$ cat src/rtl/lexbuf_ram.sv
module lexbuf_ram #(
  parameter int WIDTH = 8,
  parameter int DEPTH = 16,
  localparam int AW = (DEPTH > 1) ? $clog2(DEPTH) : 1
) (
  input  logic             clk,
  input  logic             we,
  input  logic [AW-1:0]    waddr,
  input  logic [WIDTH-1:0] wdata,
  input  logic             re,
  input  logic [AW-1:0]    raddr,
  output logic [WIDTH-1:0] rdata
);

  logic [WIDTH-1:0] mem [DEPTH];

  always_ff @(posedge clk) begin
    if (we) begin
      mem[waddr] <= wdata;
    end
    if (re) begin
      rdata <= mem[raddr];
    end
  end

endmodule

$ cat config.mk
export PLATFORM = sky130hd
export DESIGN_NAME = lexbuf_ram
export DESIGN_NICKNAME = d
export VERILOG_FILES = /design/src/rtl/lexbuf_ram.sv
export SDC_FILE = /design/constraint.sdc
export NUM_CORES = 1
export LEC_CHECK = 0
export BUFFER_PORTS_ARGS = -buffer_cell sky130_fd_sc_hd__buf_2
export CORE_ASPECT_RATIO = 2
export CORE_MARGIN = 5
export CORE_UTILIZATION = 45
export DETAILED_ROUTE_END_ITERATION = 10
export GPL_ROUTABILITY_DRIVEN = 1
export PLACE_DENSITY = 0.67
export SYNTH_ARGS = -nofsm -noshare
export SYNTH_HDL_FRONTEND = slang
export SYNTH_SLANG_ARGS = --single-unit
export TNS_END_PERCENT = 50
$ cat constraint.sdc
create_clock -name clk -period 3.6 [get_ports clk]
set_input_delay 0.36 -clock clk [delete_from_list [all_inputs] [get_ports clk]]
set_output_delay 0.36 -clock clk [all_outputs]
set_load 0.02 [all_outputs]
# Word-level counts from Yosys, hierarchy flattened
# Memory sizes are Yosys's and may differ from the RTL's. A register that Yosys moved wholly into a read port is not among the register bits.
# Cells that the tools add are included.
[totals]
mem_bits_rw = 128
memories = 1
inputBits = 19
reg_bits = 0
out_inout_bits = 8
[op_classes]
mux = 2
[mem_list]
columns = ["memory", "depth", "width", "read_ports", "rd_clocked_by_memory_dff", "write_ports", "line", "rtl"]
rows = [
  ["mem", 16, 8, 1, 1, 1, "15", "logic [WIDTH-1:0] mem [DEPTH];"],
]
[ops]
columns = ["cell", "n"]
rows = [
  ["$mux 1", 2],
]

# Longest topological paths before layout
[depth]
ltp_word = 2
mapped_depth = 5

# Worst setup path before layout
# Ideal clock, no wire load.
[synth_timing]
path_kind = "input to register"
startpoint = "in waddr[2]"
endpoint = "mem mem[0][0], enable pin"
cell_stages = 2
t_arrival_ns = 1.470
path_slack_ns = 1.747
n_path_buf = 0
t_required_ns = 3.217
path_cell_list = "or3b_2 nor3_1"
[synth_lines]
columns = ["item", "line", "rtl"]
rows = [
  ["from (decl)", "8", "input logic [AW-1:0] waddr,"],
  ["to (decl)", "15", ""],
]
# No word-level cell before the write port.

==> flow_summary.toml <==
[die]
start_util_pct = 46.0
die_h_um = 162
die-area_um2 = 14000
core_area_um2 = 11400
rows = 55
pin_count = 27
die_w_um = 86.2

[place]
hpwl_um = 6710
port_buffers = 26
place.gp.congestion = 0.731
placedCellCount = 391

[global_routing]
grt_pass1_vias = 2543
track_usage_pct = 15.4
grt_max_degree = 33
antenna_found_initial = 0
overflow = 0
grt_pass1_wl_um = 15200

[timing]
rsz0062_at_grt = "no"
finalMaxSlewViolations = 0
fmax_mhz = 567
period_share_pct = 49.0
fin_worst_skew_ns = 0.00448
finalSetupViolations = 0
worst-slew-pin-transition_ns = 1.07
finalSetupTns_ns = 0
hold_viol = 0
relSlewSlack_pct = 28.4
layout_min_cycle_time_ns = 1.76

[route]
vias_per_cell = 5.53
wl_um = 9920
drc = 0
detail-route-antenna-nets = 0
initialDrtViolationCount = 160
firstDrtPassIters = 4
vias = 2340
wl_per_cell_um = 23.4

[worst_setup_path]
critPathLaunchType = "input port"
cp-end-kind = "flip-flop"
crit_type = "in2reg"
cp_max_fo = 32
arrival_ns = 1.92
cp.required_ns = 3.75

[pwr]
power_density_nw_per_um2 = 634
power.leakage_nw = 2.05
ir_drop_uv = 537

[job]
cap_violations = 0

[yosys]
avgSynthCellArea_um2 = 22.8
ys_seq_elements = 136
yosysWarnings = 0
synth_top_family_by_area = "multiplexers"
yosysSeqAreaShare_pct = 78.1
muxShareOfSynthArea_pct = 14.8
yosys.area_share.adder_pct = 0
syn_inst = 229
ys_types = 18
synth-compound-area-share_pct = 2.30
netlist_area_um2 = 5230
synth_simple_gate_area_share_pct = 3.14
synth.net_count = 248
synth_xor_area_share_pct = 0

[clocking]
clock_path_buffers = 2
cts_resized = 0
htree_num_levels = 4
cts_tree = "built"
cts-root-buf = "clkbuf_16"
insertion_delay_ns = 0.41
numClockSinks = 136
clkTransAtPathRegs_ns = 0.06
cts_buffers = 17
cts_setup_buffers = 0
postCtsHoldBufs = 0

[run_status]
status = "complete, no violations"

[cells_and_area]
stdcell_count = 423
antenna-diode-count = 0
nNetsFinal = 287
area_growth_syn_to_layout_pct = 17.8
final_common_cell = "edfxtp_1"
drive_gt1_share_pct = 29.2
final_cell_mix = "edfxtp_1 (136), buf_2 (26), mux4_2 (18)"

[min_path]
hold_class = "in2reg"
sequential cells by signal, indices dropped and copies added, names as in the netlist:
signal / cells
rdata: 8
mem: 128
worst max-delay path, cell delays in order:
cell,delay [ns]
buf_2,0.07
buf_4,0.49
mux4_1,0.62
a22oi_1,0.26
nand2_1,0.09
through the flow:
step	utilization, %	power, mW	cell area [µm²]	setup slack [ns]	hold WS (ns)
after floorplan	-	1.92	5230	1.75	0.459
after global placement	48.3	1.98	5480	1.41	0.732
after detailed placement	48.3	1.99	5480	1.39	0.737
after CTS	54.2	3.94	6160	1.84	0.313
after global routing	54.2	4.02	6160	1.75	0.306
final	54.2	3.90	6160	1.84	0.321
metal layers:
layer,GRT usage (%),vias to the layer above,part of all wire (%)
met3,4.10,8,3.5
met1,16.1,1211,36
li1,-,1058,-
met2,28.8,63,60
met5,0,-,0
met4,5.74,0,1.0
report_power, final:
part	internal, mW	switching, mW	total (mW)	leakage [nW]
Clock	1.30	0.649	1.95	0.316
Sequential	1.78	0.00844	1.79	1.24
Combinational	0.0627	0.0965	0.159	0.495
path summary, 6_finish.rpt:
check	start	endpoint	slack, ns	cells after the start
setup / recovery	raddr[0]	rdata[2]	1.84	5
hold / removal	re	rdata[6]	0.32	1
setup reg to reg	mem[1][2]	rdata[2]	2.13	3
hold reg to reg	mem[12][3]	rdata[3]	0.75	3
synthesized netlist by cell type:
master             n  area, µm²
or3b_2             1       8.76
edfxtp_1         136       4080
nand3_1            1       5.00
nand3b_1           2       15.0
clkdlybuf4s25_2    3       30.0
buf_2              3       15.0
and2b_1            1       7.51
nor3_1             4       20.0
buf_6              3       33.8
and2_1             1       6.26
mux4_1            14        368
a22oi_1           16        120
nor2_1            13       48.8
nand2b_1           2       12.5
nand2_1            9       33.8
buf_4              1       7.51
mux4_2            18        405
nor2b_1            1       6.26
area by class of cell:
| type | instances | area, µm² |
|---|---|---|
| Multi-Input combinational cell | 83 | 1060 |
| Fill cell | 850 | 5190 |
| Timing Repair Buffer | 30 | 160 |
| Clock inverter | 15 | 250 |
| Sequential cell | 136 | 4080 |
| Tap cell | 142 | 178 |
| Clock buffer | 17 | 425 |
cell families (layout without fill, tap and decap cells):
| logic type | count (synthesis) | in the layout |
|---|---|---|
| simple gates | 35 | 35 |
| compound gates | 16 | 16 |
| mux | 32 | 32 |
| buf+inv | 10 | 62 |
| flops | 136 | 136 |
(Power assumes the default switching activity.)
