==> src/rtl/lexbuf_pkg.sv <==
package lexbuf_pkg;

  localparam int CFG_W     = 13;
  localparam int CFG_IDX_W = 2;
  localparam int CHAR_W    = 8;
  localparam int COUNT_W   = 16;
  localparam int ACTION_W  = 3;

  typedef enum logic [ACTION_W-1:0] {
    ACT_APPEND  = 3'd0,
    ACT_READ    = 3'd1,
    ACT_MARK    = 3'd2,
    ACT_RETRACT = 3'd3,
    ACT_RESTORE = 3'd4,
    ACT_REWIND  = 3'd5,
    ACT_CLEAR   = 3'd6,
    ACT_QUERY   = 3'd7
  } action_t;

  typedef enum logic [1:0] {
    GROW_FIXED = 2'd0,
    GROW_ADD   = 2'd1,
    GROW_MUL   = 2'd2
  } growth_t;

  localparam logic [CFG_IDX_W-1:0] REG_GROWTH_MODE = 2'd0;
  localparam logic [CFG_IDX_W-1:0] REG_INIT_CAP    = 2'd1;
  localparam logic [CFG_IDX_W-1:0] REG_GROWTH_INC  = 2'd2;

  localparam logic [1:0]       RESET_GROWTH_MODE = 2'd0;
  localparam logic [CFG_W-1:0] RESET_INIT_CAP    = 13'd256;
  localparam logic [CFG_W-1:0] RESET_GROWTH_INC  = 13'd16;

  // per-transaction status passed from the pointer logic to the result stage
  typedef struct packed {
    logic ok;
    logic end_seen;
    logic grew;
    logic full;
    logic empty;
    logic byte_rd;
    logic cnt_bump;
    logic cnt_query;
  } stat_t;

endpackage

==> src/rtl/lexbuf_ram.sv <==
module lexbuf_ram #(
  parameter int WIDTH = 8,
  parameter int DEPTH = 16,
  localparam int AW = (DEPTH > 1) ? $clog2(DEPTH) : 1
) (
  input  logic             clk,
  input  logic             we,
  input  logic [AW-1:0]    waddr,
  input  logic [WIDTH-1:0] wdata,
  input  logic             re,
  input  logic [AW-1:0]    raddr,
  output logic [WIDTH-1:0] rdata
);

  logic [WIDTH-1:0] mem [DEPTH];

  always_ff @(posedge clk) begin
    if (we) begin
      mem[waddr] <= wdata;
    end
    if (re) begin
      rdata <= mem[raddr];
    end
  end

endmodule

==> src/rtl/lexbuf_tally.sv <==
module lexbuf_tally #(
  parameter int COUNTED_SYMBOLS = 128,
  localparam int SW = (COUNTED_SYMBOLS > 1) ? $clog2(COUNTED_SYMBOLS) : 1
) (
  input  logic                           clk,
  input  logic                           rst,
  input  logic                           look,
  input  logic [lexbuf_pkg::CHAR_W-1:0]  sym,
  input  logic                           commit,
  input  logic                           bump,
  input  logic                           query,
  output logic [lexbuf_pkg::COUNT_W-1:0] count
);

  localparam int NW = lexbuf_pkg::COUNT_W;

  logic [SW-1:0]          sym_q;
  logic [NW-1:0]          ram_q;
  logic [COUNTED_SYMBOLS-1:0] seen;
  logic                   fwd_valid;
  logic [SW-1:0]          fwd_addr;
  logic [NW-1:0]          fwd_data;
  logic [NW-1:0]          cur, bumped;
  logic                   wr_en;

  lexbuf_ram #(
    .WIDTH (NW),
    .DEPTH (COUNTED_SYMBOLS)
  ) u_counts (
    .clk   (clk),
    .we    (wr_en),
    .waddr (sym_q),
    .wdata (bumped),
    .re    (look),
    .raddr (sym[SW-1:0]),
    .rdata (ram_q)
  );

  // the latest write always matches memory contents, so it can be preferred
  always_comb begin
    if (fwd_valid && fwd_addr == sym_q) begin
      cur = fwd_data;
    end else if (seen[sym_q]) begin
      cur = ram_q;
    end else begin
      cur = '0;
    end
    bumped = (cur == '1) ? cur : cur + NW'(1);
    wr_en  = commit && bump;
    count  = query ? cur : '0;
  end

  always_ff @(posedge clk) begin
    if (rst) begin
      seen      <= '0;
      fwd_valid <= 1'b0;
    end else if (wr_en) begin
      seen[sym_q] <= 1'b1;
      fwd_valid   <= 1'b1;
    end
  end

  always_ff @(posedge clk) begin
    if (look) begin
      sym_q <= sym[SW-1:0];
    end
    if (wr_en) begin
      fwd_addr <= sym_q;
      fwd_data <= bumped;
    end
  end

endmodule

==> config.mk <==
export PLATFORM = sky130hd
export DESIGN_NAME = lexbuf_tally
export DESIGN_NICKNAME = d
export VERILOG_FILES = /design/src/rtl/lexbuf_pkg.sv /design/src/rtl/lexbuf_ram.sv /design/src/rtl/lexbuf_tally.sv
export SDC_FILE = /design/constraint.sdc
export NUM_CORES = 2
export LEC_CHECK = 0
export ABC_AREA = 1
export CORE_MARGIN = 2
export CORE_UTILIZATION = 45
export DETAILED_ROUTE_END_ITERATION = 12
export DONT_BUFFER_PORTS = 1
export SETUP_SLACK_MARGIN = 0.1
export SLEW_MARGIN = 40
export SYNTH_ARGS = -nofsm -noshare
export SYNTH_HDL_FRONTEND = slang
export SYNTH_SLANG_ARGS = --single-unit
==> constraint.sdc <==
create_clock -name clk -period 10.6 [get_ports clk]
set_input_delay 0.53 -clock clk [delete_from_list [all_inputs] [get_ports clk]]
set_output_delay 0.53 -clock clk [all_outputs]
set_load 0.05 [all_outputs]
; Word level (Yosys, flattened, before mapping)
; Memories as Yosys holds them, arrays and structs flattened. A register that Yosys moved wholly into a read port is not among the register bits.
; Index checks and enable logic that the tools add are counted.
; Widths: inputs -> output; s select.
[classes]
n_reduce_logical = 3
eq_ne = 2
add_sub_neg = 1
n_mux = 10
bitwise = 1
order_cmp = 2
[op_table]
columns = cell, count
row1 = $or 128x128->128, 1
row2 = $mux 16, 4
row3 = $add 16x1->16 const B, 1
row4 = $eq 16x16->1 const B, 1
row5 = $lt 7x8->1 const B, 1
row6 = $bmux 1 s7, 1
row7 = $demux 1 s7, 1
row8 = $eq 7x7->1, 1
row9 = $ge 7x1->1 const B, 1
row10 = $mux 1, 4
row11 = $logic_and 1x1->1, 3
[totals]
memories = 1
ramBits = 2048
out_inout_bits = 16
inputBits = 14
register_bits = 159
[mem_list]
columns = name, depth, word_bits, rd, rd_clocked_by_memory_dff, wr, line_no
row1 = u_counts.mem, 128, 16, 1, 1, 1, lexbuf_ram.sv:15  ; logic [WIDTH-1:0] mem [DEPTH];

; Longest topological paths before layout
[logic_depth]
word_depth = 6
ltp_mapped = 24

; By module
; From an unflattened synthesis, not the netlist that was laid out.
[unflattened]
cells_unflattened = 7890
area_unflattened_um2 = 90586.9
[modules_own_cells]
columns = mod, instances, area_each_um2, seq_area_each_um2, cells_each
row1 = lexbuf_ram, 1, 82988.3, 61979.4, 6793
row2 = lexbuf_tally, 1, 7598.5, 3483.3, 1097

; Worst setup path before layout
; No wires, ideal clock.
[synth_timing]
path_type = reg-to-reg
startpoint = reg sym_q[0]
endpoint = reg fwd_data[10], data pin
synth_period_minus_slack_ns = 5.009
t_required_ns = 9.688
slack_ns = 5.591
setup_ns = 0.912
t_arrival_ns = 4.097
path_buffers = 3
path_stages_with_launch = 20
cell_sequence = edfxtp_1 > buf_6 > or2_2 > nand3_1 > nand2_1 > o21ai_0 > nand2_1 > nor2_1 > nor2_1 > nor2_2 > nand2_4 > buf_6 > nand2_1 > nand2_1 > ha_1 > inv_1 > nor2_4 > nand4_4 > buf_6 > nand3_1
[synth_between]
elab_chain_len = 6
[synth_rtl]
columns = element, line_no
row1 = start: declaration, lexbuf_tally.sv:17  ; logic [SW-1:0] sym_q;
row2 = start signal: assignment, lexbuf_tally.sv:65  ; sym_q <= sym[SW-1:0];
row3 = $bmux 1 s7, lexbuf_tally.sv:43  ; end else if (seen[sym_q]) begin
row4 = $mux 1 (implied by the code), lexbuf_tally.sv:43
row5 = $mux 16, lexbuf_tally.sv:43
row6 = $mux 16 (*), lexbuf_tally.sv:41  ; if (fwd_valid && fwd_addr == sym_q) begin
row7 = $add 16x1->16 / $eq 16x16->1 (equally long branches), lexbuf_tally.sv:48  ; bumped = (cur == '1) ? cur : cur + NW'(1);
row8 = $mux 16 (*), lexbuf_tally.sv:48
row9 = named net bumped[10], lexbuf_tally.sv:23  ; logic [NW-1:0] cur, bumped;
row10 = end signal: assignment, lexbuf_tally.sv:69  ; fwd_data <= bumped;
row11 = end: declaration, lexbuf_tally.sv:22  ; logic [NW-1:0] fwd_data;
; Mark *: on every way through the listed nets, which the timed path passes. The rest lies on a longest branch. The select of a mux whose other input is x is not followed.
; A chain may end at the register's enable or synchronous reset.

; Worst setup path after layout
[layout_timing]
startpoint = reg sym_q[2]
endpoint = mem u_counts.mem[87][15] (netlist name), data pin
[layout_between]
elab_chain_len = 6
[layout_rtl]
columns = element, line_no
row1 = $bmux 1 s7, lexbuf_tally.sv:43
row2 = $mux 1 (implied by the code), lexbuf_tally.sv:43
row3 = $mux 16, lexbuf_tally.sv:43
row4 = $mux 16 (*), lexbuf_tally.sv:41
row5 = $add 16x1->16 / $eq 16x16->1 (equally long branches), lexbuf_tally.sv:48
row6 = $mux 16 (*), lexbuf_tally.sv:48
row7 = named net bumped[15], lexbuf_tally.sv:23
row8 = end: declaration, lexbuf_ram.sv:15
; Marks and branches as above.

==> flow_summary.yaml <==
run_status:
  outcome: "completed"
synth:
  synth-edff-count: 2094
  most_common_cell_in_the_synthesized_netlist: "edfxtp_1"
  yosys.area.top_type_share_pct: 71.5
  ys_warn_count: 0
  synth.cells.most_frequent: "edfxtp_1, nor2_1, o21ai_0"
  synthDistinctLibCells: 36
  synthesis.area_per_instance_um2: 12.2
  ys_ff_latch: 2223
  postSynth.asyncResetShare_pct: 0
  syn_inst: 7191
  yosysTopAreaCell: "edfxtp_1"
  synthFlopType: "edfxtp_1"
  post_synth_main_area_contributors: "edfxtp_1, nor2_1, o21ai_0"
  synth_nets: 7206
  syn_area_um2: 87900
  yosysSeqAreaShare_pct: 74.5
cells_and_area:
  final_layout_size_suffix_gt1_share_pct: 8.27
  syn_to_final_growth_pct: 12.1
  design.final.nets: 7131
  postLayoutCellArea_um2: 98500
  filler_cell_count: 16700
critical_path:
  required_ns: 11.12
  worstSetupStartpointType: "flip-flop"
  crit_path_max_fanout: 66
  cell_count_of_the_worst_reg_to_reg_path: 18
  timing.setup.critical_path_class: "flip-flop to flip-flop"
  worstReg2RegStart: "sym_q[2]"
  worst-endpoint-arrival_ns: 6.83
  reg2reg_slack_ns: 4.29
  worst_r2r_endpoint: "u_counts.mem[87][15]"
  setup.worst_path.end_class: "flip-flop"
drt:
  detail-route-antenna-nets: 0
  number_of_drc_violations_after_detailed_routing: 0
  drt-pass1-iter-count: 6
  detailroute.via_count: 57900
  post_drt_wl_per_cell_um: 25.5
  detail_route.iter0.violations: 6471
  wl_um: 251000
  viasPerCell: 5.88
die:
  fp.dieW_um: 446
  design.core.area_um2: 195000
  dieArea_um2: 199000
  initial_utilization_pct: 45.2
  pin_count: 30
  dieHeight_um: 446
  rows: 162
clock_network:
  htree_num_levels: 4
  cts-resized-gates: 0
  clk_transition_reported_paths_ns: 0.06
  cts.sinks: 2223
  clock_insertion_delay_worst_skew_ns: 0.85
  clk_root_buffer_cell: "clkbuf_16"
  max_buffers_root_to_sink: 3
  tritoncts: "built"
  cts_post_setup_buffers_inserted: 0
  cts_inserted_buffers: 216
sta:
  slew_headroom_pct: 34.3
  worst_pin_slew_ns: 0.986
  finalHoldViolations: 0
  post-route-period-util_pct: 59.5
  unrepaired_setup_endpoints_after_global_routing: "false"
  max_freq_ghz: 0.158
  setup_violations: 0
  fin_crit_ns: 6.31
  setup-tns-final_ns: 0
  worst_hold_slack_ns: 0.128
  skew_ns: 0.0360
  final-max-slew-violation-count: 0
placement:
  postPlaceCellArea_um2: 91000
  gp_congestion: 0.863
  dp_hpwl_um: 130000
  count_of_port_buffers_added_during_placement: 0
pwr:
  netSwitchingPower_w: 0.00408
  power.share.combinational_pct: 5.8
  clk_network_pwr_share_pct: 41.7
  max-vdd-ir-drop_uv: 140
  leakage_nw: 32.5
  power-per-cell-area_nw_per_um2: 187
  internal_power_w: 0.0144
  power.sequential.fraction_pct: 52.5
  netSwitchingFraction_pct: 22.2
hold_path:
  hold-path-endpoint: "u_counts.rdata[8]"
  whs_path_depth: 3
  timing.hold.worst.class: "input port to flip-flop"
  hold_path_startpoint: "sym[5]"
run:
  max_cap_viol_count: 0
grt:
  initial_antenna_violation_count: 13
  grt_use_total_pct: 24.7
  via_count_of_the_first_global_routing_pass: 53900
  grt_overflow: 0
  grt_max_degree: 1027
  grt_pass1_wl_um: 365000
routing by layer:
| metal | global-route usage [%] | wire (um) |
|---|---|---|
| met5 | 0 | 21 |
| met4 | 8.02 | 8010 |
| met3 | 4.08 | 20300 |
| met2 | 39.4 | 118000 |
| met1 | 34.6 | 104000 |
sequential cells by signal, indices dropped and copies added (netlist names):
name / cells
fwd_valid: 1
seen: 128
u_counts.mem: 2048
u_counts.rdata: 16
sym_q: 7
fwd_addr: 7
fwd_data: 16
cells in the final DEF, fill, tap and decap left out, types with 34 or more instances in the layout:
cell	count
o22ai_1	639
nand3_1	34
nand2_1	393
nor2_1	1789
clkinv_2	42
clkbuf_1	36
clkinv_1	56
clkbuf_16	221
dfxtp_1	129
o21ai_0	1315
inv_1	132
buf_4	165
edfxtp_1	2094
final cells by class:
cell class	count	area [um^2]	area share (%)
Timing Repair Buffer	199	1870	1.90
Multi-Input combinational cell	4329	20300	20.7
Antenna cell	9	22.5	0.0229
Clock inverter	135	1250	1.27
Tap cell	2542	3180	3.23
Inverter	147	583	0.592
Clock buffer	267	5800	5.89
Sequential cell	2223	65500	66.4
critical path: stages (launching register included):
cell,delay (ns)
edfxtp_1,0.93
inv_2,0.35
nor2_2,0.57
nand3_1,0.15
nand2_1,0.11
o21ai_1,0.09
nand2_1,0.12
nor2_1,0.05
nor2_1,0.21
nor2_1,0.11
nand2_4,0.19
nand2_1,0.12
nand2_1,0.15
ha_1,0.28
inv_1,0.14
nor2_4,0.22
nand4_4,0.52
nand3_4,0.79
buf_4,0.72
power by group through the flow:
stage / logic (W) / clock network [W] / registers (W)
6_report: 0.00107 / 0.00768 / 0.00969
5_1_grt: 0.00116 / 0.00811 / 0.00968
4_1_cts: 0.000990 / 0.00777 / 0.00969
3_5_place_dp: 0.000971 / 0 / 0.00988
3_3_place_gp: 0.000946 / 0 / 0.00988
2_1_floorplan: 0.000664 / 0 / 0.00990
logic make-up after synthesis:
| family | Yosys count | share of synthesized area, % |
|---|---|---|
| adders and majority gates | 1 | 0.0142 |
| xor gates and xnor gates | 6 | 0.0598 |
| AOI/OAI and AO/OA | 2019 | 12.6 |
| DFF | 2223 | 74.5 |
| and+or+nand+nor | 2303 | 10.0 |
| buffers and inverters | 639 | 2.85 |
worst max path at each step:
stage / end / start / depth (start not counted) / slack [ns]
floorplan: fwd_data[10] / sym_q[0] / 19 / 5.59
global placement: u_counts.mem[84][15] / sym_q[2] / 18 / 4.49
detailed placement: u_counts.mem[86][15] / sym_q[2] / 18 / 4.37
CTS: u_counts.mem[82][15] / sym_q[2] / 18 / 4.37
global route: u_counts.mem[82][15] / sym_q[2] / 18 / 3.92
finish: u_counts.mem[87][15] / sym_q[2] / 18 / 4.29
repair_timing:
| action | in CTS | in global routing |
|---|---|---|
| hold buffers | 9 | 0 |
| endpoints found under the hold margin | 173 | 0 |
| endpoints found under the setup margin | 0 | 0 |
per-stage QoR:
step                      utilization (%)  std cells  power [W]  setup WS, ns
after floorplan                         -       7191     0.0106          5.59
after global placement               46.7       9412     0.0108          4.49
after detailed placement             46.8       9419     0.0108          4.37
after CTS                            50.5       9830     0.0184          4.37
after global routing                 50.6       9844     0.0190          3.92
final                                50.6       9851     0.0184          4.29
(Power assumes the default switching activity.)
