**config.mk**
```make
export PLATFORM = sky130hd
export DESIGN_NAME = lexbuf_ctrl_flat
export DESIGN_NICKNAME = d
export VERILOG_FILES = /design/src/rtl/lexbuf_pkg.sv /design/src/rtl/lexbuf_cfg_if.sv /design/src/rtl/lexbuf_ctrl.sv /design/src/flat_wrapper.sv
export SDC_FILE = /design/constraint.sdc
export NUM_CORES = 1
export LEC_CHECK = 0
export BUFFER_PORTS_ARGS = -buffer_cell sky130_fd_sc_hd__clkbuf_2
export CAP_MARGIN = 15
export CORE_MARGIN = 1
export CORE_UTILIZATION = 55
export DETAILED_ROUTE_END_ITERATION = 7
export PLACE_DENSITY = 0.75
export SYNTH_ARGS = -nofsm -noshare
export SYNTH_HDL_FRONTEND = slang
export SYNTH_SLANG_ARGS = --single-unit
```
**constraint.sdc**
```tcl
create_clock -name clk -period 12.54 [get_ports clk]
set_input_delay 1.881 -clock clk [delete_from_list [all_inputs] [get_ports clk]]
set_output_delay 1.881 -clock clk [all_outputs]
set_load 0.005 [all_outputs]
```
**src/rtl/lexbuf_pkg.sv**
```systemverilog
package lexbuf_pkg;

  localparam int CFG_W     = 13;
  localparam int CFG_IDX_W = 2;
  localparam int CHAR_W    = 8;
  localparam int COUNT_W   = 16;
  localparam int ACTION_W  = 3;

  typedef enum logic [ACTION_W-1:0] {
    ACT_APPEND  = 3'd0,
    ACT_READ    = 3'd1,
    ACT_MARK    = 3'd2,
    ACT_RETRACT = 3'd3,
    ACT_RESTORE = 3'd4,
    ACT_REWIND  = 3'd5,
    ACT_CLEAR   = 3'd6,
    ACT_QUERY   = 3'd7
  } action_t;

  typedef enum logic [1:0] {
    GROW_FIXED = 2'd0,
    GROW_ADD   = 2'd1,
    GROW_MUL   = 2'd2
  } growth_t;

  localparam logic [CFG_IDX_W-1:0] REG_GROWTH_MODE = 2'd0;
  localparam logic [CFG_IDX_W-1:0] REG_INIT_CAP    = 2'd1;
  localparam logic [CFG_IDX_W-1:0] REG_GROWTH_INC  = 2'd2;

  localparam logic [1:0]       RESET_GROWTH_MODE = 2'd0;
  localparam logic [CFG_W-1:0] RESET_INIT_CAP    = 13'd256;
  localparam logic [CFG_W-1:0] RESET_GROWTH_INC  = 13'd16;

  // per-transaction status passed from the pointer logic to the result stage
  typedef struct packed {
    logic ok;
    logic end_seen;
    logic grew;
    logic full;
    logic empty;
    logic byte_rd;
    logic cnt_bump;
    logic cnt_query;
  } stat_t;

endpackage

```
**src/rtl/lexbuf_cfg_if.sv**
```systemverilog
interface lexbuf_cfg_if;
  logic                                valid;
  logic                                ready;
  logic [lexbuf_pkg::CFG_IDX_W-1:0]    index;
  logic [lexbuf_pkg::CFG_W-1:0]        data;

  modport source (output valid, index, data, input ready);
  modport sink   (input valid, index, data, output ready);
endinterface

```
**src/rtl/lexbuf_ctrl.sv**
```systemverilog
module lexbuf_ctrl #(
  parameter int STORE_DEPTH = 4096,
  parameter int COUNTED_SYMBOLS = 128,
  localparam int PW = $clog2(STORE_DEPTH + 1),
  localparam int AW = $clog2(STORE_DEPTH)
) (
  input  logic                            clk,
  input  logic                            rst,
  lexbuf_cfg_if.sink                      cfg,
  input  logic                            accept,
  input  logic [lexbuf_pkg::ACTION_W-1:0] action,
  input  logic [lexbuf_pkg::CHAR_W-1:0]   ch,
  input  logic [PW-1:0]                   target,
  output lexbuf_pkg::stat_t               st,
  output logic [PW-1:0]                   rd_next,
  output logic [PW-1:0]                   wr_next,
  output logic [PW-1:0]                   mark_next,
  output logic [PW-1:0]                   cap_next,
  output logic                            mem_we,
  output logic [AW-1:0]                   mem_waddr,
  output logic [AW-1:0]                   mem_raddr
);

  localparam int CW   = lexbuf_pkg::CFG_W;
  localparam int GW   = PW + CW;
  localparam int CMPW = ((PW > CW) ? PW : CW) + 1;
  localparam logic [PW-1:0]   DEPTH_P = PW'(STORE_DEPTH);
  localparam logic [GW-1:0]   DEPTH_G = GW'(STORE_DEPTH);
  localparam logic [CMPW-1:0] DEPTH_C = CMPW'(STORE_DEPTH);
  localparam logic [lexbuf_pkg::CHAR_W:0] NSYM = (lexbuf_pkg::CHAR_W + 1)'(COUNTED_SYMBOLS);

  function automatic logic [PW-1:0] clamp_cap(input logic [CW-1:0] c);
    logic [PW-1:0] r;
    if (c == '0) begin
      r = PW'(1);
    end else if (CMPW'(c) > DEPTH_C) begin
      r = DEPTH_P;
    end else begin
      r = PW'(c);
    end
    return r;
  endfunction

  logic [1:0]    growth_mode;
  logic [CW-1:0] growth_inc;
  logic [PW-1:0] rd, wr, mark, cap;
  logic          end_seen, grew;

  logic [GW-1:0] grow_sum, grow_prod, grow_cap;
  logic          grow_ok, at_cap;
  logic          end_next, grew_next;

  assign cfg.ready = 1'b1;

  always_comb begin
    grow_sum  = GW'(cap) + GW'(growth_inc);
    grow_prod = GW'(cap) * GW'(growth_inc);
    grow_cap  = (growth_mode == lexbuf_pkg::GROW_MUL) ? grow_prod : grow_sum;
    grow_ok   = (growth_mode == lexbuf_pkg::GROW_ADD || growth_mode == lexbuf_pkg::GROW_MUL)
                && grow_cap <= DEPTH_G && grow_cap > GW'(wr);
    at_cap    = wr >= cap;

    rd_next   = rd;
    wr_next   = wr;
    mark_next = mark;
    cap_next  = cap;
    end_next  = end_seen;
    grew_next = grew;
    st        = '0;
    st.ok     = 1'b1;
    mem_we    = 1'b0;

    unique case (lexbuf_pkg::action_t'(action))
      lexbuf_pkg::ACT_APPEND: begin
        grew_next = 1'b0;
        if ((!at_cap || grow_ok) && wr < DEPTH_P) begin
          mem_we  = 1'b1;
          wr_next = wr + PW'(1);
          if (at_cap) begin
            cap_next  = grow_cap[PW-1:0];
            grew_next = 1'b1;
          end
          st.cnt_bump = {1'b0, ch} < NSYM;
        end else begin
          st.ok = 1'b0;
        end
      end
      lexbuf_pkg::ACT_READ: begin
        if (rd >= wr || rd >= DEPTH_P) begin
          end_next = 1'b1;
        end else begin
          end_next   = 1'b0;
          st.byte_rd = 1'b1;
          rd_next    = rd + PW'(1);
        end
      end
      lexbuf_pkg::ACT_MARK: begin
        if (target > wr) begin
          st.ok = 1'b0;
        end else begin
          mark_next = target;
        end
      end
      lexbuf_pkg::ACT_RETRACT: begin
        if (rd != '0) begin
          rd_next = rd - PW'(1);
        end
      end
      lexbuf_pkg::ACT_RESTORE: begin
        rd_next = mark;
      end
      lexbuf_pkg::ACT_REWIND: begin
        rd_next   = '0;
        mark_next = '0;
      end
      lexbuf_pkg::ACT_CLEAR: begin
        rd_next   = '0;
        wr_next   = '0;
        mark_next = '0;
        end_next  = 1'b0;
        grew_next = 1'b0;
      end
      lexbuf_pkg::ACT_QUERY: begin
        st.cnt_query = {1'b0, ch} < NSYM;
      end
      default: begin
      end
    endcase

    st.end_seen = end_next;
    st.grew     = grew_next;
    st.full     = wr_next == cap_next;
    st.empty    = wr_next == '0;
    mem_waddr   = wr[AW-1:0];
    mem_raddr   = rd[AW-1:0];
  end

  always_ff @(posedge clk) begin
    if (rst) begin
      growth_mode <= lexbuf_pkg::RESET_GROWTH_MODE;
      growth_inc  <= lexbuf_pkg::RESET_GROWTH_INC;
      rd          <= '0;
      wr          <= '0;
      mark        <= '0;
      cap         <= clamp_cap(lexbuf_pkg::RESET_INIT_CAP);
      end_seen    <= 1'b0;
      grew        <= 1'b0;
    end else begin
      if (accept) begin
        rd       <= rd_next;
        wr       <= wr_next;
        mark     <= mark_next;
        cap      <= cap_next;
        end_seen <= end_next;
        grew     <= grew_next;
      end
      if (cfg.valid) begin
        unique case (cfg.index)
          lexbuf_pkg::REG_GROWTH_MODE: growth_mode <= cfg.data[1:0];
          lexbuf_pkg::REG_INIT_CAP: begin
            cap <= clamp_cap(cfg.data);
          end
          lexbuf_pkg::REG_GROWTH_INC: growth_inc <= cfg.data;
          default: begin
          end
        endcase
      end
    end
  end

endmodule

```
**src/flat_wrapper.sv**
```systemverilog
// flat-port wrapper written by rule: the top's interface ports become plain ports
module lexbuf_ctrl_flat 
#(
  parameter int STORE_DEPTH = 4096,
  parameter int COUNTED_SYMBOLS = 128,
  localparam int PW = $clog2(STORE_DEPTH + 1),
  localparam int AW = $clog2(STORE_DEPTH)
)
  (clk, rst, accept, action, ch, target, st, rd_next, wr_next, mark_next, cap_next, mem_we, mem_waddr, mem_raddr, cfg_valid, cfg_index, cfg_data, cfg_ready);
  lexbuf_cfg_if cfg_i ();
  input  logic clk;
  input  logic rst;
  input  logic accept;
  input  logic [lexbuf_pkg::ACTION_W-1:0] action;
  input  logic [lexbuf_pkg::CHAR_W-1:0] ch;
  input  logic [PW-1:0] target;
  output lexbuf_pkg::stat_t st;
  output logic [PW-1:0] rd_next;
  output logic [PW-1:0] wr_next;
  output logic [PW-1:0] mark_next;
  output logic [PW-1:0] cap_next;
  output logic mem_we;
  output logic [AW-1:0] mem_waddr;
  output logic [AW-1:0] mem_raddr;
  input wire logic [$bits(cfg_i.valid)-1:0] cfg_valid;
  input wire logic [$bits(cfg_i.index)-1:0] cfg_index;
  input wire logic [$bits(cfg_i.data)-1:0] cfg_data;
  output wire logic [$bits(cfg_i.ready)-1:0] cfg_ready;
  assign cfg_i.valid = cfg_valid;
  assign cfg_i.index = cfg_index;
  assign cfg_i.data = cfg_data;
  assign cfg_ready = cfg_i.ready;
  lexbuf_ctrl #(.STORE_DEPTH(STORE_DEPTH), .COUNTED_SYMBOLS(COUNTED_SYMBOLS)) u_core (.clk(clk), .rst(rst), .cfg(cfg_i), .accept(accept), .action(action), .ch(ch), .target(target), .st(st), .rd_next(rd_next), .wr_next(wr_next), .mark_next(mark_next), .cap_next(cap_next), .mem_we(mem_we), .mem_waddr(mem_waddr), .mem_raddr(mem_raddr));
endmodule
```
* Word-level counts from Yosys, hierarchy flattened
Cells that the tools add are included.
** Cells by class
- $add $sub $neg :: 4
- Multipliers :: 1
- Order comparisons :: 9
- Equality and inequality tests :: 12
- Muxes and demuxes :: 30
- Reductions and logical operators :: 15
** Operators with widths (number)
- two-way mux 13 bit :: 12
- one-hot mux 13 bit (2 select lines) :: 2
- one-hot mux 13 bit (4 select lines) :: 1
- adder 13 x 1 -> 13 bit (second input constant) :: 2
- >= comparator 13 bit :: 2
- greater-than comparator 26 x 13 -> 1 bit :: 1
- <= comparator 26 x 13 -> 1 bit (second input constant) :: 1
- logical NOT 13 bit :: 2
- multiplier 13 x 13 -> 26 bit :: 1
- two-way mux 26 bit :: 1
- adder 13 x 13 -> 14 bit :: 1
- equality test 13 bit :: 1
- >= comparator 13 bit (second input constant) :: 1
- greater-than comparator 13 bit :: 1
- greater-than comparator 13 bit (second input constant) :: 1
- less-than comparator 13 bit (second input constant) :: 1
- nonzero test 13 bit :: 1
- subtractor 13 x 1 -> 13 bit (second input constant) :: 1
- equality test 3 bit (second input constant) :: 4
- two-way mux 1 bit :: 11
- less-than comparator 8 bit (second input constant) :: 1
- equality test 3 x 2 -> 1 bit (second input constant) :: 2
- one-hot mux 1 bit (2 select lines) :: 3
- equality test 2 x 1 -> 1 bit (second input constant) :: 2
- 9 further kinds :: 15
** Word-level totals
- Flip-flop bits (word level) :: 69
- Output and inout bits :: 86

* Logic depth before layout (Yosys ltp)
- Depth in word-level cells :: 12
- Depth in mapped cells :: 34
- Mapped depth without buffers :: 33

* Worst setup path after synthesis
No wires, ideal clock.
- Path type :: reg2out
- Start :: register u_core.cap[5]
- End :: output port st[4] in the netlist's numbering
- Data arrival time :: 7402 ps
- Data required time :: 10659 ps
- Path slack :: 3257 ps
- Cell stages (with the launch flop) :: 32
- Path buffers :: 3
- Cells stage by stage :: dfxtp_1 -> clkbuf_1 -> nand2_1 -> fa_1 -> inv_1 -> fa_1 -> inv_1 -> fa_1 -> fa_1 -> fa_1 -> inv_1 -> ha_1 -> clkbuf_1 -> o211ai_1 -> o21a_1 -> xor2_1 -> a32o_1 -> nor2_1 -> ha_1 -> and4_1 -> nand3_1 -> nor3_1 -> nor4_1 -> o21ai_0 -> a211o_1 -> nor2_1 -> nor4b_4 -> buf_6 -> mux2i_1 -> xnor2_1 -> nand4_1 -> nor4_2
** RTL lines
- from (decl) :: line lexbuf_ctrl.sv:46 : logic [PW-1:0] rd, wr, mark, cap;
- from (signal assigned) :: line lexbuf_ctrl.sv:145 : cap <= clamp_cap(lexbuf_pkg::RESET_INIT_CAP);
- from (signal assigned) :: line lexbuf_ctrl.sv:153 : cap <= cap_next;
- from (signal assigned) :: line lexbuf_ctrl.sv:161 : cap <= clamp_cap(cfg.data);
- to (decl) :: line flat_wrapper.sv:17 : output lexbuf_pkg::stat_t st;

==> run summary <==
Outcome = finished clean
R2R Setup Slk = 3600 ps
IO buf count = 120
Drt via density = 6.17
H-tree depth = 3
Worst setup path class = register to output pin
Tightest Pin Transition = 1120 ps
Post-detail-place hpwl = 30000 um
DR iter-0 viols = 1118
Placement Rows = 55
Vias in the first global route = 11900
Mapped Cells = 1679
Unrepaired setup endpoints after global routing = false
Worst Setup End Kind = output pin
Power, Total = 862 uW
WL/cell = 19.4 um
Routed WL = 39200 um
Total I/O pin count = 129
R2R depth = 28
Netlist cell types = 79
Crit path max fanout = 16
Share of post-route cells with drive strength above 1 = 0.103
Multi-input logic area = 10100 um2
Hold endpoint = u_core.mark[2]
Largest net degree at the start of global routing = 59
Setup_tns = 0 ps
Die area = 24200 um2
Setup Fix Bufs, Post-CTS = 0
GP Congestion = 0.970
Longest Clk Path Bufs = 2
Initial core utilization = 0.567
Critical hold path startpoint = u_core.mark[2]
CTS root buf = clkbuf_16
Cell Area, Synth = 13000 um2
Core area = 22800 um2
DRC errors left = 0
Grt peak-use layer = met2
Worst Path Required = 10660 ps
Crit path largest cell delay = 910 ps
Initial antenna violation count = 0
Resized Gates After CTS = 0
Leak pwr = 6.52 nW
Grt met3 use = 0.0501
Pwr Density = 62.8 nW/um2
Peak Freq = 0.0876 GHz
Clk_lat worst skew = 350 ps
Max-Cap Viols = 0
Ys async rst share = 0
Vias = 12500
Reg clk slew, reported paths = 60 ps
Reg-to-Reg Start = u_core.cap[7]
Synth-to-Final Area Change = 6.02%
Final min period = 11420 ps
R2R Path End = u_core.wr[9]
CTS Buf Count = 9
Die Ht = 155 um
Number of synthesized register bits = 69
Fillers = 2146
Fin. Hold Viols = 0
First-pass iteration count of the detailed router = 7
Most frequent cells in the layout = 251 x inv_1, 201 x nand2_1, 140 x ha_1
CTS tree = done
Critical path arrival = 9540 ps
Cell repeated most along the worst path = fa_1
Setup violators final = 0
Slew margin rel. = 0.250
Hold Path Class = register to register
Tot GR Track Use = 0.328
Hold Path Stages = 2
Reg area = 1380 um2
Mean post-synth cell area = 7.72 um2
Total gr overflow = 0
CP max-delay cell = dfxtp_1
Syn nets = 1984
Antenna Cells = 0
GR Layer Usage met1 = 0.452
Ys Warns = 0
Pins Over Slew Limit = 0
Final period util = 0.911
Layout Nets = 2005
First-pass GRT wire length = 62400 um
CTS sink cnt = 69
Die W = 155 um
Worst vdd rail ir drop = 0.0000741 V
Routing usage on met2 = 0.528
Post-synthesis sequential area ratio = 0.107
Synth Flop Type = dfxtp_1
EDFF count, synth = 0
Critical path launch point type = register
Routed Antenna Nets = 0
Commonest non-fill, non-tap cell in the layout = inv_1
Worst Clk Skew = 13.5 ps
CTS Hold Buffers Added = 0
[metal layers]
layer | up-vias | part of all wire
met5 | - | 0
met4 | 0 | 0.028
met3 | 103 | 0.091
met2 | 645 | 0.46
met1 | 5974 | 0.42
li1 | 5738 | -
[metrics by stage]
step / hold slack (ps) / area (um2) / std cells / util / setup WS, ps
floorplan: 442 / 13000 / 1679 / - / 3260
global placement: 467 / 13500 / 2002 / 0.589 / 1740
detailed placement: 467 / 13500 / 2002 / 0.589 / 1770
CTS: 475 / 13700 / 2018 / 0.601 / 1360
global route: 504 / 13700 / 2018 / 0.601 / 659
finish: 480 / 13700 / 2018 / 0.601 / 1120
[synth_stat cells, drive strengths merged (17+ instances only)]
cell / instances / share of area
inv: 251 / 0.073
nand2: 201 / 0.058
ha: 140 / 0.14
fa: 122 / 0.19
a21oi: 94 / 0.036
nor2: 88 / 0.025
clkbuf: 85 / 0.025
dfxtp: 69 / 0.11
and2: 59 / 0.028
a211oi: 45 / 0.029
o21ai: 44 / 0.017
buf: 35 / 0.019
nand3: 33 / 0.013
nand4: 32 / 0.015
mux2i: 28 / 0.022
nor3: 27 / 0.010
a21o: 22 / 0.013
o211ai: 20 / 0.012
o21a: 20 / 0.012
xnor2: 20 / 0.014
and3: 17 / 0.0082
nor4: 17 / 0.0087
o22ai: 17 / 0.0082
[critical path: cells and delay by family (launching register included)]
family | cells | cell delay (ps)
fa+ha+maj | 7 | 3270
simple gates | 10 | 2140
compound gates | 6 | 1920
flops | 1 | 910
mux | 1 | 470
buf+inv | 4 | 290
xor+xnor | 1 | 170
[how the worst max path moves through the flow]
stage | endpoint | depth (start not counted) | start | slack (ps)
final | st[4] | 29 | u_core.cap[7] | 1120
after global placement | st[4] | 29 | u_core.cap[6] | 1740
after CTS | st[4] | 29 | u_core.cap[7] | 1360
after floorplan | st[4] | 31 | u_core.cap[5] | 3260
after detailed placement | st[4] | 29 | u_core.cap[7] | 1770
after global routing | st[4] | 29 | u_core.cap[7] | 660
[cell type report]
class,count,share of cell area
multi-input cells,1238,0.733
flip-flops and latches,69,0.101
inverters,252,0.0689
repair buffers,130,0.0492
well taps,313,0.0285
clock buffers,9,0.0164
clock inverters,7,0.00392
[cells by family after synthesis]
| kind of cell | Yosys count | share of synthesized area |
|---|---|---|
| AOI/OAI and AO/OA | 364 | 0.193 |
| xor gates and xnor gates | 35 | 0.0237 |
| adders and majority gates | 262 | 0.324 |
| buffers and inverters | 372 | 0.117 |
| DFF | 69 | 0.107 |
| muxes | 40 | 0.0323 |
| other | 1 | 0.000289 |
| and+or+nand+nor | 536 | 0.204 |
[flip-flops by register name (all words and copies together) (netlist names)]
signal,cells
u_core.wr,13
u_core.grew,1
u_core.mark,13
u_core.cap,13
u_core.rd,13
u_core.growth_mode,2
u_core.growth_inc,13
u_core.end_seen,1
[report_power, final]
part           internal, mW  switching, mW  leakage (nW)
logic                 0.137          0.213          5.82
clock network         0.137          0.114         0.141
registers             0.229         0.0326         0.563
No activity file was read; power rests on OpenSTA's default activity.
